## src/design/pcbp_pkg.sv

```systemverilog
// Shared types, codes and constants for the package container byte parser.
package pcbp_pkg;

  localparam int DEF_MAX_PATH_UNITS = 32768;

  localparam int CNT_W      = 17;
  localparam int UNITS_W    = 17;
  localparam int HDR_LEN    = 24;
  localparam int EXT_LEN    = 8;
  localparam int META_LEN   = 24;
  localparam int SIZE_LEN   = 8;
  localparam int HSIZE_V2   = 32;
  localparam int MIN_UNITS  = 4;

  localparam logic [7:0] CHR_R   = 8'h52;
  localparam logic [7:0] CHR_P   = 8'h50;
  localparam logic [7:0] CHR_K   = 8'h4B;
  localparam logic [7:0] CHR_G   = 8'h47;
  localparam logic [7:0] CHR_TWO = 8'h32;

  localparam logic [2:0] SEC_HDR    = 3'd0;
  localparam logic [2:0] SEC_EXT    = 3'd1;
  localparam logic [2:0] SEC_META   = 3'd2;
  localparam logic [2:0] SEC_PATH   = 3'd3;
  localparam logic [2:0] SEC_SIZE   = 3'd4;
  localparam logic [2:0] SEC_DATA   = 3'd5;
  localparam logic [2:0] SEC_REJECT = 3'd6;

  localparam logic [2:0] ST_OK       = 3'd0;
  localparam logic [2:0] ST_BAD_VER  = 3'd1;
  localparam logic [2:0] ST_BAD_HSZ  = 3'd2;
  localparam logic [2:0] ST_BAD_PATH = 3'd3;
  localparam logic [2:0] ST_BROKEN   = 3'd4;

  typedef enum logic [6:0] {
    PH_HDR    = 7'b0000001,
    PH_EXT    = 7'b0000010,
    PH_META   = 7'b0000100,
    PH_PATH   = 7'b0001000,
    PH_SIZE   = 7'b0010000,
    PH_DATA   = 7'b0100000,
    PH_BROKEN = 7'b1000000
  } phase_t;

  typedef struct packed {
    logic [2:0]  section;
    logic [7:0]  byte_value;
    logic        is_version_two;
    logic [15:0] path_units;
    logic [63:0] payload_remaining;
    logic        entry_end;
    logic [31:0] machine_id;
    logic [2:0]  status;
  } result_t;

  function automatic logic [7:0] magic_byte(input logic [1:0] pos);
    logic [7:0] m;
    unique case (pos)
      2'd0:    m = CHR_R;
      2'd1:    m = CHR_P;
      default: m = CHR_K;
    endcase
    return m;
  endfunction

endpackage

```

## src/design/pcbp_parse.sv

```systemverilog
// Parse state and the per-byte classification logic.
module pcbp_parse #(
  parameter int MAX_PATH_UNITS = pcbp_pkg::DEF_MAX_PATH_UNITS
) (
  input  logic              clk,
  input  logic              rst,
  input  logic              fire,
  input  logic [7:0]        data_byte,
  output pcbp_pkg::result_t res
);
  import pcbp_pkg::*;

  phase_t               phase, phase_next;
  logic [CNT_W-1:0]     piece_count, piece_count_next;
  logic [CNT_W-1:0]     path_last, path_last_next;
  logic                 prefix_matches, prefix_matches_next;
  logic [7:0]           version_letter, version_letter_next;
  logic                 version_two, version_two_next;
  logic                 hsize_ok, hsize_ok_next;
  logic [31:0]          uid_word, uid_word_next;
  logic [UNITS_W-1:0]   units_acc, units_acc_next;
  logic                 path_high, path_high_next;
  logic [63:0]          payload_left, payload_left_next;
  logic [CNT_W:0]       two_units;
  logic                 len_ok;

  always_comb begin
    phase_next          = phase;
    piece_count_next    = piece_count + CNT_W'(1);
    path_last_next      = path_last;
    prefix_matches_next = prefix_matches;
    version_letter_next = version_letter;
    version_two_next    = version_two;
    hsize_ok_next       = hsize_ok;
    uid_word_next       = uid_word;
    units_acc_next      = units_acc;
    path_high_next      = path_high;
    payload_left_next   = payload_left;
    two_units           = '0;
    len_ok              = 1'b0;

    res                   = '0;
    res.byte_value        = data_byte;
    res.section           = SEC_REJECT;
    res.status            = ST_OK;

    unique case (phase)
      PH_HDR: begin
        res.section = SEC_HDR;
        if (piece_count < CNT_W'(3)) begin
          if (data_byte != magic_byte(piece_count[1:0])) prefix_matches_next = 1'b0;
        end else if (piece_count == CNT_W'(3)) begin
          version_letter_next = data_byte;
        end
        if (piece_count == CNT_W'(HDR_LEN - 1)) begin
          piece_count_next = '0;
          if (!prefix_matches || version_letter == CHR_G) begin
            version_two_next = 1'b0;
            phase_next       = PH_META;
          end else if (version_letter == CHR_TWO) begin
            version_two_next = 1'b1;
            phase_next       = PH_EXT;
          end else begin
            res.status = ST_BAD_VER;
            phase_next = PH_BROKEN;
          end
        end
      end

      PH_EXT: begin
        res.section = SEC_EXT;
        if (piece_count == CNT_W'(0)) begin
          hsize_ok_next = (data_byte == 8'(HSIZE_V2));
        end else if (piece_count < CNT_W'(4)) begin
          hsize_ok_next = hsize_ok && (data_byte == 8'd0);
        end else begin
          uid_word_next[8*(piece_count[1:0]) +: 8] = data_byte;
        end
        if (piece_count == CNT_W'(EXT_LEN - 1)) begin
          piece_count_next = '0;
          if (hsize_ok) begin
            phase_next = PH_META;
          end else begin
            res.status = ST_BAD_HSZ;
            phase_next = PH_BROKEN;
          end
        end
      end

      PH_META: begin
        res.section = SEC_META;
        // The path length sits in the last eight bytes; only 17 bits are kept,
        // any higher set bit just marks the length as too large.
        priority if (piece_count == CNT_W'(0)) begin
          units_acc_next = '0;
          path_high_next = 1'b0;
        end else if (piece_count == CNT_W'(16)) begin
          units_acc_next[7:0] = data_byte;
        end else if (piece_count == CNT_W'(17)) begin
          units_acc_next[15:8] = data_byte;
        end else if (piece_count == CNT_W'(18)) begin
          units_acc_next[16] = data_byte[0];
          path_high_next     = path_high || (data_byte[7:1] != 7'd0);
        end else if (piece_count > CNT_W'(18)) begin
          path_high_next = path_high || (data_byte != 8'd0);
        end else begin
          path_high_next = path_high;
        end
        two_units = {units_acc_next, 1'b0};
        len_ok    = !path_high_next && (units_acc_next >= UNITS_W'(MIN_UNITS))
                    && (units_acc_next <= UNITS_W'(MAX_PATH_UNITS));
        if (piece_count == CNT_W'(META_LEN - 1)) begin
          piece_count_next = '0;
          if (len_ok) begin
            res.path_units = units_acc_next[15:0];
            path_last_next = CNT_W'(two_units - (CNT_W+1)'(1));
            phase_next     = PH_PATH;
          end else begin
            res.status = ST_BAD_PATH;
            phase_next = PH_BROKEN;
          end
        end
      end

      PH_PATH: begin
        res.section    = SEC_PATH;
        res.path_units = units_acc[15:0];
        if (piece_count == path_last) begin
          piece_count_next = '0;
          phase_next       = PH_SIZE;
        end
      end

      PH_SIZE: begin
        res.section    = SEC_SIZE;
        res.path_units = units_acc[15:0];
        if (piece_count == CNT_W'(0)) payload_left_next = '0;
        payload_left_next[8*(piece_count[2:0]) +: 8] = data_byte;
        if (piece_count == CNT_W'(SIZE_LEN - 1)) begin
          piece_count_next      = '0;
          res.payload_remaining = payload_left_next;
          if (payload_left_next == 64'd0) begin
            res.entry_end = 1'b1;
            phase_next    = PH_META;
          end else begin
            phase_next = PH_DATA;
          end
        end
      end

      PH_DATA: begin
        res.section           = SEC_DATA;
        res.path_units        = units_acc[15:0];
        payload_left_next     = payload_left - 64'd1;
        res.payload_remaining = payload_left_next;
        piece_count_next      = '0;
        if (payload_left == 64'd1) begin
          res.entry_end = 1'b1;
          phase_next    = PH_META;
        end
      end

      default: begin
        piece_count_next = '0;
        phase_next       = PH_BROKEN;
      end
    endcase

    res.is_version_two = version_two_next;
    res.machine_id     = uid_word_next;

    if (phase == PH_BROKEN) begin
      res.section        = SEC_REJECT;
      res.status         = ST_BROKEN;
      res.is_version_two = 1'b0;
      res.machine_id     = '0;
    end
  end

  always_ff @(posedge clk) begin
    if (rst) begin
      phase          <= PH_HDR;
      piece_count    <= '0;
      path_last      <= '0;
      prefix_matches <= 1'b1;
      version_letter <= '0;
      version_two    <= 1'b0;
      hsize_ok       <= 1'b0;
      uid_word       <= '0;
      units_acc      <= '0;
      path_high      <= 1'b0;
      payload_left   <= '0;
    end else if (fire) begin
      phase          <= phase_next;
      piece_count    <= piece_count_next;
      path_last      <= path_last_next;
      prefix_matches <= prefix_matches_next;
      version_letter <= version_letter_next;
      version_two    <= version_two_next;
      hsize_ok       <= hsize_ok_next;
      uid_word       <= uid_word_next;
      units_acc      <= units_acc_next;
      path_high      <= path_high_next;
      payload_left   <= payload_left_next;
    end
  end

endmodule

```

## src/design/pcbp_result_reg.sv

```systemverilog
// Output register that holds one result item until the receiver takes it.
module pcbp_result_reg (
  input  logic              clk,
  input  logic              rst,
  input  logic              load,
  input  pcbp_pkg::result_t res,
  input  logic              out_stall,
  output logic              out_valid,
  output logic              free,
  output pcbp_pkg::result_t held
);
  import pcbp_pkg::*;

  assign free = !out_valid || !out_stall;

  always_ff @(posedge clk) begin
    if (rst) begin
      out_valid <= 1'b0;
    end else if (load) begin
      out_valid <= 1'b1;
    end else if (!out_stall) begin
      out_valid <= 1'b0;
    end
  end

  always_ff @(posedge clk) begin
    if (load) begin
      held <= res;
    end
  end

endmodule

```

## src/design/package_container_byte_parser.sv

```systemverilog
// Package container byte parser: one byte in, one classified result out.
// An accepted byte is held in the input register, then parsed into the result
// register, where it waits until the receiver takes it.
// Throughput: one byte per cycle; the input register and the result register
// each hold one item, so input stalls only when both are full and the receiver stalls.
// Reset (synchronous, active high) empties both registers and returns the
// parser to the start of the fixed header.
module package_container_byte_parser #(
  parameter int MAX_PATH_UNITS = pcbp_pkg::DEF_MAX_PATH_UNITS
) (
  input  logic        clk,
  input  logic        rst,
  input  logic        in_valid,
  output logic        in_stall,
  input  logic [7:0]  data_byte,
  output logic        out_valid,
  input  logic        out_stall,
  output logic [2:0]  section,
  output logic [7:0]  byte_value,
  output logic        is_version_two,
  output logic [15:0] path_units,
  output logic [63:0] payload_remaining,
  output logic        entry_end,
  output logic [31:0] machine_id,
  output logic [2:0]  status
);
  import pcbp_pkg::*;

  logic    in_full;
  logic [7:0] in_byte;
  logic    out_free;
  logic    fire;
  result_t res;
  result_t held;

  assign fire     = in_full && out_free;
  assign in_stall = in_full && !out_free;

  always_ff @(posedge clk) begin
    if (rst) begin
      in_full <= 1'b0;
    end else if (in_valid && !in_stall) begin
      in_full <= 1'b1;
    end else if (fire) begin
      in_full <= 1'b0;
    end
  end

  always_ff @(posedge clk) begin
    if (in_valid && !in_stall) begin
      in_byte <= data_byte;
    end
  end

  pcbp_parse #(
    .MAX_PATH_UNITS(MAX_PATH_UNITS)
  ) u_parse (
    .clk      (clk),
    .rst      (rst),
    .fire     (fire),
    .data_byte(in_byte),
    .res      (res)
  );

  pcbp_result_reg u_result (
    .clk      (clk),
    .rst      (rst),
    .load     (fire),
    .res      (res),
    .out_stall(out_stall),
    .out_valid(out_valid),
    .free     (out_free),
    .held     (held)
  );

  assign section           = held.section;
  assign byte_value        = held.byte_value;
  assign is_version_two    = held.is_version_two;
  assign path_units        = held.path_units;
  assign payload_remaining = held.payload_remaining;
  assign entry_end         = held.entry_end;
  assign machine_id        = held.machine_id;
  assign status            = held.status;

endmodule

```

## config.mk

```make
export PLATFORM = sky130hd
export DESIGN_NAME = package_container_byte_parser
export DESIGN_NICKNAME = d
export VERILOG_FILES = /design/src/design/pcbp_pkg.sv /design/src/design/pcbp_parse.sv /design/src/design/pcbp_result_reg.sv /design/src/design/package_container_byte_parser.sv
export SDC_FILE = /design/constraint.sdc
export NUM_CORES = 1
export LEC_CHECK = 0
export ABC_AREA = 1
export ABC_CLOCK_PERIOD_IN_PS = 5510
export BUFFER_PORTS_ARGS = -buffer_cell sky130_fd_sc_hd__buf_2
export CAP_MARGIN = 5
export CORE_AREA = 8 8 277 279
export DETAILED_ROUTE_END_ITERATION = 16
export DIE_AREA = 0 0 285 287
export GPL_TIMING_DRIVEN = 0
export PLACE_DENSITY = 0.5
export SLEW_MARGIN = 20
export SYNTH_ARGS = -nofsm -noshare
export SYNTH_HDL_FRONTEND = slang
export SYNTH_HIERARCHICAL = 1
export SYNTH_SLANG_ARGS = --single-unit
```

## constraint.sdc

```tcl
create_clock -name clk -period 5.51 [get_ports clk]
set_clock_uncertainty 0.1 [all_clocks]
set_input_delay 0.2755 -clock clk [delete_from_list [all_inputs] [get_ports clk]]
set_output_delay 0.2755 -clock clk [all_outputs]
set_load 0.05 [all_outputs]
```

After elaboration in Yosys (flattened, before gate mapping)
Index checks and enable logic that the tools add are counted.
Widths: inputs -> output; s select.
{ "totals": {"register_bits": 304, "latchBits": 0, "mem_bits_ro": 0, "wordCells": 165, "ramBits": 0, "memories": 0} }
{ "classes": {"n_eq_ne": 27, "mux": 66, "n_addsub": 5, "n_bitwise": 1, "div": 0, "n_shift": 4, "order_cmp": 5, "n_reduce_logical": 35, "n_mul": 0} }
{ "op_table": {"columns": ["cell", "count"], "rows": [
  ["$pmux 65 s2", 1],
  ["$mux 64", 2],
  ["$pmux 64 s2", 1],
  ["$mux 32", 3],
  ["$mux 17", 5],
  ["$mux 7", 10],
  ["$eq 17x5->1 const B", 4],
  ["$mux 65", 1],
  ["$bwmux 64", 1],
  ["$eq 64x1->1 const B", 1],
  ["$logic_not 64->1", 1],
  ["$shift 8x34->64 const A", 1],
  ["$shiftx 8x34->64", 1],
  ["$sub 64x1->64 const B", 1],
  ["$pmux 17 s3", 1],
  ["$pmux 7 s6", 1],
  ["$neg 5->34", 1],
  ["$neg 6->34", 1],
  ["$shift 8x34->32 const A", 1],
  ["$shiftx 8x34->32", 1],
  ["$bwmux 32", 1],
  ["$mux 16", 2],
  ["$mux 8", 4],
  ["$pmux 16 s2", 1],
  ["other kinds (46)", 96]
]} }

Depth between registers and ports, before layout
Gate-level depths: netlist of the first run.
{ "depth": {"ltp_word": 14, "ltp_mapped": 21} }

By module
Netlist of the first run, hierarchy kept.
{ "by_module_without_submodules": {"columns": ["module", "instances", "seq_area_each_um2", "cells_each", "area_each_um2"], "rows": [
  ["pcbp_parse", 1, 3323.2, 2317, 13684.4],
  ["pcbp_result_reg", 1, 3863.7, 132, 3882.5],
  ["package_container_byte_parser", 1, 260.2, 17, 296.5]
]} }

Least setup slack after synthesis of the first run
Ideal clock, no wire load.
{ "synth_timing": {"kind": "register to register", "from": "reg u_result.out_valid", "to": "reg u_parse.version_letter[5]", "period_less_slack_ns": 5.333, "setup_slack_ns": 0.177, "t_arrival_ns": 5.148, "stages_incl_launch_ff": 11, "setup_time_ns": 0.086, "cell_sequence": "dfxtp_1 > nand2_2 > nand2_1 > inv_1 > buf_2 > inv_1 > clkbuf_1 > nor4_1 > clkbuf_1 > nor2_1 > a211oi_1"} }
{ "synth_between": {"elab_chain_cells": 4} }
{ "synth_rtl": {"columns": ["item", "line", "rtl"], "rows": [
  ["start, declared", "pcbp_result_reg.sv:8", "output logic out_valid,"],
  ["start signal, assigned", "pcbp_result_reg.sv:18", "out_valid <= 1'b0;"],
  ["start signal, assigned", "pcbp_result_reg.sv:20", "out_valid <= 1'b1;"],
  ["start signal, assigned", "pcbp_result_reg.sv:22", "out_valid <= 1'b0;"],
  ["$logic_not 1->1", "pcbp_result_reg.sv:14", "assign free = !out_valid || !out_stall;"],
  ["$logic_or 1x1->1", "pcbp_result_reg.sv:14", null],
  ["named net out_free", "package_container_byte_parser.sv:31", "logic out_free;"],
  ["$logic_and 1x1->1", "package_container_byte_parser.sv:36", "assign fire = in_full && out_free;"],
  ["named net fire", "package_container_byte_parser.sv:32", "logic fire;"],
  ["$reduce_and 4->1 (no source line)", null, null],
  ["end signal, assigned", "pcbp_parse.sv:198", "version_letter <= version_letter_next;"],
  ["end, declared", "pcbp_parse.sv:17", "logic [7:0] version_letter, version_letter_next;"]
]} }
The timed path passes the listed nets, and every way through them passes these cells.
A chain may end at the register's enable or synchronous reset.

==> results.sh, run 1 <==
export IMPL_clock_sinks=304
export IMPL_slowest_delay_ps=480
export IMPL_crit_path_end_kind="flip-flop"
export IMPL_die_h_um=287
export IMPL_final_hold_violation_count=0
export IMPL_synth_area_leader_cell="edfxtp_1"
export IMPL_power_total_uw=6792
export IMPL_cts_buffers=39
export IMPL_synth_top_family_by_area="simple AND/OR/NAND/NOR gates"
export IMPL_synth_area_leaders="edfxtp_1 23%, dfxtp_1 19%, nand2_1 11%"
export IMPL_crit_chain="buf_2 > inv_1 > ha_1 > ha_1 > clkbuf_1 > inv_1 > nand4_1 > clkbuf_1 > o21ai_0 > nor2_1 > nand2_1 > nor2_1 > nand2_1 > nor2_2 > nand3_1 > o21ai_0"
export IMPL_critical_path_slowest_cell="ha_1"
export IMPL_area_growth_pct=19.07
export IMPL_synth_flop_cell="dfxtp_1"
export IMPL_ys_warnings_count=6
export IMPL_grt_pass1_wl_um=104900
export IMPL_place_inst=3568
export IMPL_fmax_ghz=0.2215
export IMPL_drc=0
export IMPL_seq_area_frac_synth_pct=41.69
export IMPL_whs_path_depth=5
export IMPL_cts_root_buffer="clkbuf_16"
export IMPL_htreeDepth=2
export IMPL_r2r_end="u_result/held[35]"
export IMPL_drt_iter0_drc=1740
export IMPL_most_common_layout_cells="521 x nand2_1, 328 x inv_1, 298 x nor2_1, 172 x a21oi_1, 172 x o21ai_0"
export IMPL_gp_congestion=0.9679
export IMPL_vias=17496
export IMPL_clk_path_buf_depth=3
export IMPL_finalCritPeriodShare_pct=81.95
export IMPL_final_common_cell="nand2_1"
export IMPL_port_buffers=141
export IMPL_core_area_um2=72340
export IMPL_drt_total_wl_um=70860
export IMPL_cts_resized_gates=0
export IMPL_die_area_um2=81800
export IMPL_final_core_util_pct=29.40
export IMPL_yosys_mux_area_fraction_pct=0.05603
export IMPL_hp_start="out_stall"
export IMPL_die_x_um=285
export IMPL_holdPathEnd="in_full"
export IMPL_post_cts_buffers=0
export IMPL_drv_cap=0
export IMPL_grt_remaining_overflow=0
export IMPL_num_io_pins=142
export IMPL_slew_headroom_pct=24.19
export IMPL_clk_pin_slew_worst_paths_ps=60
export IMPL_post_route_min_period_ps=4515
export IMPL_synthesis_area_per_instance_um2=7.244
export IMPL_clk_latency_ps=560
export IMPL_async_reset_ff_share_pct=0
export IMPL_holdBufCountCts=11
export IMPL_synth_simple_area_share_pct=31.32
export IMPL_netlist_instances=2466
export IMPL_rsz0062_at_grt="false"
export IMPL_setup_tns_ps=0
export IMPL_final_net_count=2684
export IMPL_cp_required_ps=5720
export IMPL_antenna_found_initial=3
export IMPL_dp_hpwl_um=53090
export IMPL_r2r_cells=16
export IMPL_synth_xor_area_share_pct=1.324
export IMPL_drv_slew=0
export IMPL_placed_area_um2=19820
export IMPL_fillCellCount=8031
export IMPL_cp_buffers_inverters=5
export IMPL_path_delay_family="buffers and inverters"
export IMPL_rows=99
export IMPL_worstSetupPathType="reg -> reg"
export IMPL_start_kind="flip-flop"
export IMPL_netlist_area_um2=17860
export IMPL_synth_top_area_share_pct=22.86
export IMPL_grt_pass1_vias=16355
export IMPL_hold_path_class="in -> reg"
export IMPL_synth_compound_area_share_pct=14.31
export IMPL_initial_utilization_pct=24.69
export IMPL_ys_seq_elements=304
export IMPL_p_leak_uw=0.009699
export IMPL_synth_nets=2489
export IMPL_synth_cell_types=55
export IMPL_worst_pin_slew_ps=1137
export IMPL_vias_per_cell=4.792
export IMPL_synth_edf_count=136
export IMPL_ant_nets=0
export IMPL_status="completed"
export IMPL_ir_drop_mv=0.1609
export IMPL_cts_tree="yes"
export IMPL_grt_use_total_pct=16.59
export IMPL_layout_drive_gt1_share_pct=14.16
export IMPL_r2r_slack_ps=990
export IMPL_cp_data_arrival_time_ps=4720
export IMPL_synth_fa_ha_area_share_pct=0.7705
export IMPL_setup_viol=0
export IMPL_grt_max_degree=83
export IMPL_critical_path_max_fanout=10
export IMPL_cellPowerDensity_nw_per_um2=319.4
export IMPL_design_area_um2=21270
export IMPL_first_pass_iters=7
export IMPL_final_cells=3651
export IMPL_rr_startpoint="u_parse/piece_count[1]"
export IMPL_routedWlPerCell_um=19.41
[kinds of logic (layout without fill, tap and decap cells)]
kind of cell    after synthesis  count (layout)
compound gates              453             453
xor+xnor                     27              27
fa+ha+maj                    11              11
buf+inv                     462             687
flops                       304             304
mux                           1               1
other cells                   0               1
simple gates               1208            1208
[worst max path at each step]
stage	start	endpoint	cells after the start
4_1_cts	u_parse/piece_count[1]	u_result/held[35]	16
6_report	u_parse/piece_count[1]	u_result/held[35]	16
2_1_floorplan	u_result/out_valid	u_parse/version_letter[5]	10
3_3_place_gp	out_stall	u_parse/version_letter[6]	11
3_5_place_dp	u_parse/piece_count[1]	u_result/held[35]	16
5_1_grt	u_parse/piece_count[1]	u_result/held[35]	16
[where the power goes]
part | internal (uW) | switching, uW | leakage, uW | total, uW
clock | 1660 | 1040 | 0.000653 | 2700
combinational | 356 | 1240 | 0.00638 | 1590
sequential | 2450 | 49.5 | 0.00267 | 2500
total | 4470 | 2330 | 0.00970 | 6790
[per-layer routing]
layer / up-vias / track usage, % / share of wire [%]
li1: 8540 / - / -
met1: 8219 / 21.64 / 43
met2: 622 / 28.10 / 47
met3: 113 / 2.403 / 6.3
met4: 2 / 5.372 / 2.9
met5: - / 0 / 0.017
[state kept, by name, summed over array words and instances (netlist names)]
signal / flops
u_parse/version_two: 1
in_byte: 8
u_parse/piece_count: 17
u_parse/path_high: 1
in_full: 1
u_parse/phase: 7
u_parse/version_letter: 8
u_parse/units_acc: 17
u_parse/path_last: 17
u_result/held: 128
u_parse/payload_left: 64
u_parse/hsize_ok: 1
u_result/out_valid: 1
u_parse/prefix_matches: 1
u_parse/uid_word: 32
[Yosys cell counts (15+ instances only)]
cell / count
nand2_2: 19
nor3_1: 33
clkbuf_1: 73
nand2_1: 521
edfxtp_1: 136
buf_2: 15
xor2_1: 16
nand4_1: 54
nor2_1: 298
inv_1: 329
dfxtp_1: 168
a21oi_1: 172
a31oi_1: 18
nand3_2: 36
o21ai_0: 172
nand3_1: 168
nor2_2: 20
o211ai_1: 26
[through the flow]
step | hold WS [ps] | worst slack (ps)
2_1_floorplan | 237.9 | 176.7
3_3_place_gp | 353.5 | -2170
3_5_place_dp | 354.3 | 1149
4_1_cts | 10.39 | 1124
5_1_grt | 63.96 | 650.6
6_report | 44.21 | 994.5
[worst register-to-register path: stages (launching register included)]
cell	delay, ps
dfxtp_1	340
buf_2	190
inv_1	200
ha_1	480
ha_1	260
clkbuf_1	370
inv_1	200
nand4_1	340
clkbuf_1	420
o21ai_0	270
nor2_1	180
nand2_1	60
nor2_1	150
nand2_1	110
nor2_2	250
nand3_1	120
o21ai_0	220
[layout make-up]
class                           instances  area (um2)  share of cell area, %
Multi-Input combinational cell       1700        8547                  40.18
Sequential cell                       304        7447                  35.01
Inverter                              349        1323                  6.218
Tap cell                              959        1200                  5.642
Clock buffer                           54        1125                  5.289
Timing Repair Buffer                  154       848.3                  3.988
Buffer                                113       566.8                  2.665
Clock inverter                         17       210.2                 0.9883
Antenna cell                            1       2.502                0.01177
Power figures use the tool's default switching activity.
==> run 2: changes to the inputs <==
- ABC_AREA: 1 -> 0
- ABC_CLOCK_PERIOD_IN_PS: 5510 -> 3700
- CORE_AREA: 8 8 277 279 -> 8 8 271 273
- DIE_AREA: 0 0 285 287 -> 0 0 279 281
- PLACE_DENSITY: 0.5 -> 0.51
- clock period: 5.51 -> 3.7 ns (I/O delays scaled with it)
==> run 2 against run 1 <==
Against the previous run:
- the run now ends with negative setup slack left
- worst setup slack lost 1100 ps
- design area grew 3.1%
- non-clock buffer count grew 118
- final cell count shrank 11%
- critical path type unchanged
- largest cell class unchanged
- register-to-register slack lost 1100 ps
==> results.sh, run 2 <==
export IMPL_grt_pass1_wl_um=116500
export IMPL_p_leak_uw=0.008033
export IMPL_die_area_um2=78400
export IMPL_synth_nets=2053
export IMPL_status="finished with violations"
export IMPL_synth_edf_count=136
export IMPL_ir_drop_mv=0.2653
export IMPL_clk_latency_ps=590
export IMPL_drv_slew=0
export IMPL_path_common_cell="clkbuf_1"
export IMPL_netlist_area_um2=17080
export IMPL_cellPowerDensity_nw_per_um2=393.2
export IMPL_post_route_min_period_ps=3784
export IMPL_largest_register_ffs=128
export IMPL_cts_buffers=40
export IMPL_largestRegisters="u_result/held: 128 flops, u_parse/payload_left: 64 flops, u_parse/uid_word: 32 flops"
export IMPL_setup_viol=4
export IMPL_synthesis_area_per_instance_um2=8.412
export IMPL_initial_utilization_pct=24.64
export IMPL_clk_path_buf_depth=3
export IMPL_ant_nets=0
export IMPL_htreeDepth=2
export IMPL_routedWlPerCell_um=24.81
export IMPL_largest_register="u_result/held"
export IMPL_grt_use_total_pct=19.71
export IMPL_seq_area_frac_synth_pct=43.61
export IMPL_vias_per_cell=5.437
export IMPL_crit_chain="nor2_1 > nand4b_1 > buf_4 > clkbuf_1 > clkbuf_2 > clkbuf_1 > o22ai_1"
export IMPL_final_common_cell="nand2_1"
export IMPL_layout_drive_gt1_share_pct=20.34
export IMPL_fmax_ghz=0.2643
export IMPL_rows=97
export IMPL_drt_iter0_drc=1623
export IMPL_final_hold_violation_count=0
export IMPL_ys_seq_elements=304
export IMPL_drv_cap=0
export IMPL_core_area_um2=69300
export IMPL_start_kind="flip-flop"
export IMPL_crit_path_end_kind="flip-flop"
export IMPL_critical_path_max_fanout=10
export IMPL_synth_top_area_share_pct=23.92
export IMPL_clock_sinks=304
export IMPL_rsz0062_at_grt="true"
export IMPL_placed_area_um2=19150
export IMPL_area_growth_pct=28.40
export IMPL_die_x_um=279
export IMPL_first_pass_iters=6
export IMPL_cts_root_buffer="clkbuf_16"
export IMPL_cts_tree="yes"
export IMPL_die_h_um=281
export IMPL_grt_max_degree=58
export IMPL_synthTopCellsByCount="227 x nand2_1, 215 x nor2_1, 171 x a21oi_1"
export IMPL_port_buffers=141
export IMPL_num_io_pins=142
export IMPL_worstSetupPathType="reg -> reg"
export IMPL_grt_pass1_vias=17124
export IMPL_cp_data_arrival_time_ps=3900
export IMPL_drt_total_wl_um=80800
export IMPL_slowest_delay_ps=790
export IMPL_gp_congestion=0.9738
export IMPL_antenna_found_initial=1
export IMPL_cp_required_ps=3820
export IMPL_netlist_instances=2030
export IMPL_synth_area_leaders="edfxtp_1 24%, dfxtp_1 20%, a21oi_1 5.0%"
export IMPL_async_reset_ff_share_pct=0
export IMPL_ys_warnings_count=6
export IMPL_yosys_cell_count_top_type="nand2_1"
export IMPL_synth_area_leader_cell="edfxtp_1"
export IMPL_worst_pin_slew_ps=1262
export IMPL_synth_flop_cell="dfxtp_1"
export IMPL_power_total_uw=8621
export IMPL_most_common_layout_cells="223 x nand2_1, 205 x nor2_1, 166 x a21oi_1, 165 x dfxtp_1, 146 x buf_2"
export IMPL_hold_path_class="in -> reg"
export IMPL_final_net_count=2307
export IMPL_slew_headroom_pct=15.56
export IMPL_drc=0
export IMPL_vias=17709
export IMPL_finalWorstSetupSlack_ps=-83.92
export IMPL_critical_path_slowest_cell="clkbuf_1"
export IMPL_design_area_um2=21930
export IMPL_synth_cell_types=79
export IMPL_grt_remaining_overflow=0
export IMPL_dp_hpwl_um=57060
export IMPL_failed_checks="negative setup slack"
export IMPL_finalCritPeriodShare_pct=102.3
export IMPL_clk_pin_slew_worst_paths_ps=60
run 2: changes by cell type in the layout (fill, tap and decap cells not counted), moves of 36 or more:
cell and delta:
nand3_1 -94, nor2_1 -93, and3_1 +36, buf_4 +66
nand2_1 -298, inv_1 -308, o22ai_1 +48
run 2: power breakdown:
group | switching, uW | leakage, uW | internal, uW
combinational | 728 | 0.00482 | 238
sequential | 29.7 | 0.00256 | 3580
clock | 1710 | 0.000653 | 2340
run 2: kinds of logic (layout without fill, tap and decap cells):
kind of cell               after synthesis  count (layout)  share of synthesized area, %
muxes                                   44              44                         2.667
adders and majority gates               11              11                        0.8060
buffers and inverters                  199             484                         4.733
other                                    0               1                             0
xor gates and xnor gates                86              86                         4.411
DFF                                    304             304                         43.61
AOI/OAI and AO/OA                      544             544                         19.12
and+or+nand+nor                        842             843                         24.65
run 2: final timing paths:
check                      start                   to  slack (ps)  cells past startpoint
min reg2reg  u_parse/uid_word[2]  u_parse/uid_word[2]         360                      2
max             u_parse/phase[3]    u_result/held[92]         -80                      7
max reg2reg     u_parse/phase[3]    u_result/held[92]         -80                      7
min                 data_byte[4]           in_byte[4]         230                      2
run 2: critical path, delay by kind of cell (launching register included):
family / cells / cell delay, ps
simple gates: 2 / 270
buf+inv: 4 / 2200
compound gates: 1 / 350
flops: 1 / 450
run 2: cell type report:
| cell class | count | area (um2) |
|---|---|---|
| fillers | 7319 | 47370 |
| multi-input cells | 1528 | 9605 |
| flip-flops and latches | 304 | 7458 |
| repair buffers | 224 | 1404 |
| well taps | 940 | 1176 |
| clock buffers | 48 | 1041 |
| plain buffers | 161 | 804.5 |
| clock inverters | 26 | 319.1 |
| inverters | 25 | 115.1 |
| diodes | 1 | 2.502 |
run 2: metrics by stage:
stage	setup TNS, ps	utilization (%)	instances	setup slack [ps]	hold slack, ps
floorplan	-2796	-	2030	-247.8	157.4
global placement	-199760	27.52	3111	-1901	264.3
detailed placement	-118070	27.63	3115	-1885	264.2
CTS	-270.3	31.00	3231	-165.3	185.3
global route	-80.18	31.64	3256	-45.04	202.3
finish	-261.9	31.64	3257	-83.92	226.1
run 2: what timing repair did:
item,CTS,global route
endpoints found under the hold margin,10,0
endpoints found under the setup margin,207,71
setup buffers,37,30
gates cloned,1,0
gates resized for setup,140,67
hold buffers,12,0
pin swaps,20,28
run 2: per-layer routing:
metal	global-route usage [%]	share of wire [%]	up-vias	wire length, um
met3	3.727	7.9	230	6389
met1	23.99	40	8656	31920
met4	9.251	5.1	0	4098
li1	-	-	7956	-
met2	33.49	48	867	38390
met5	0	0	-	0
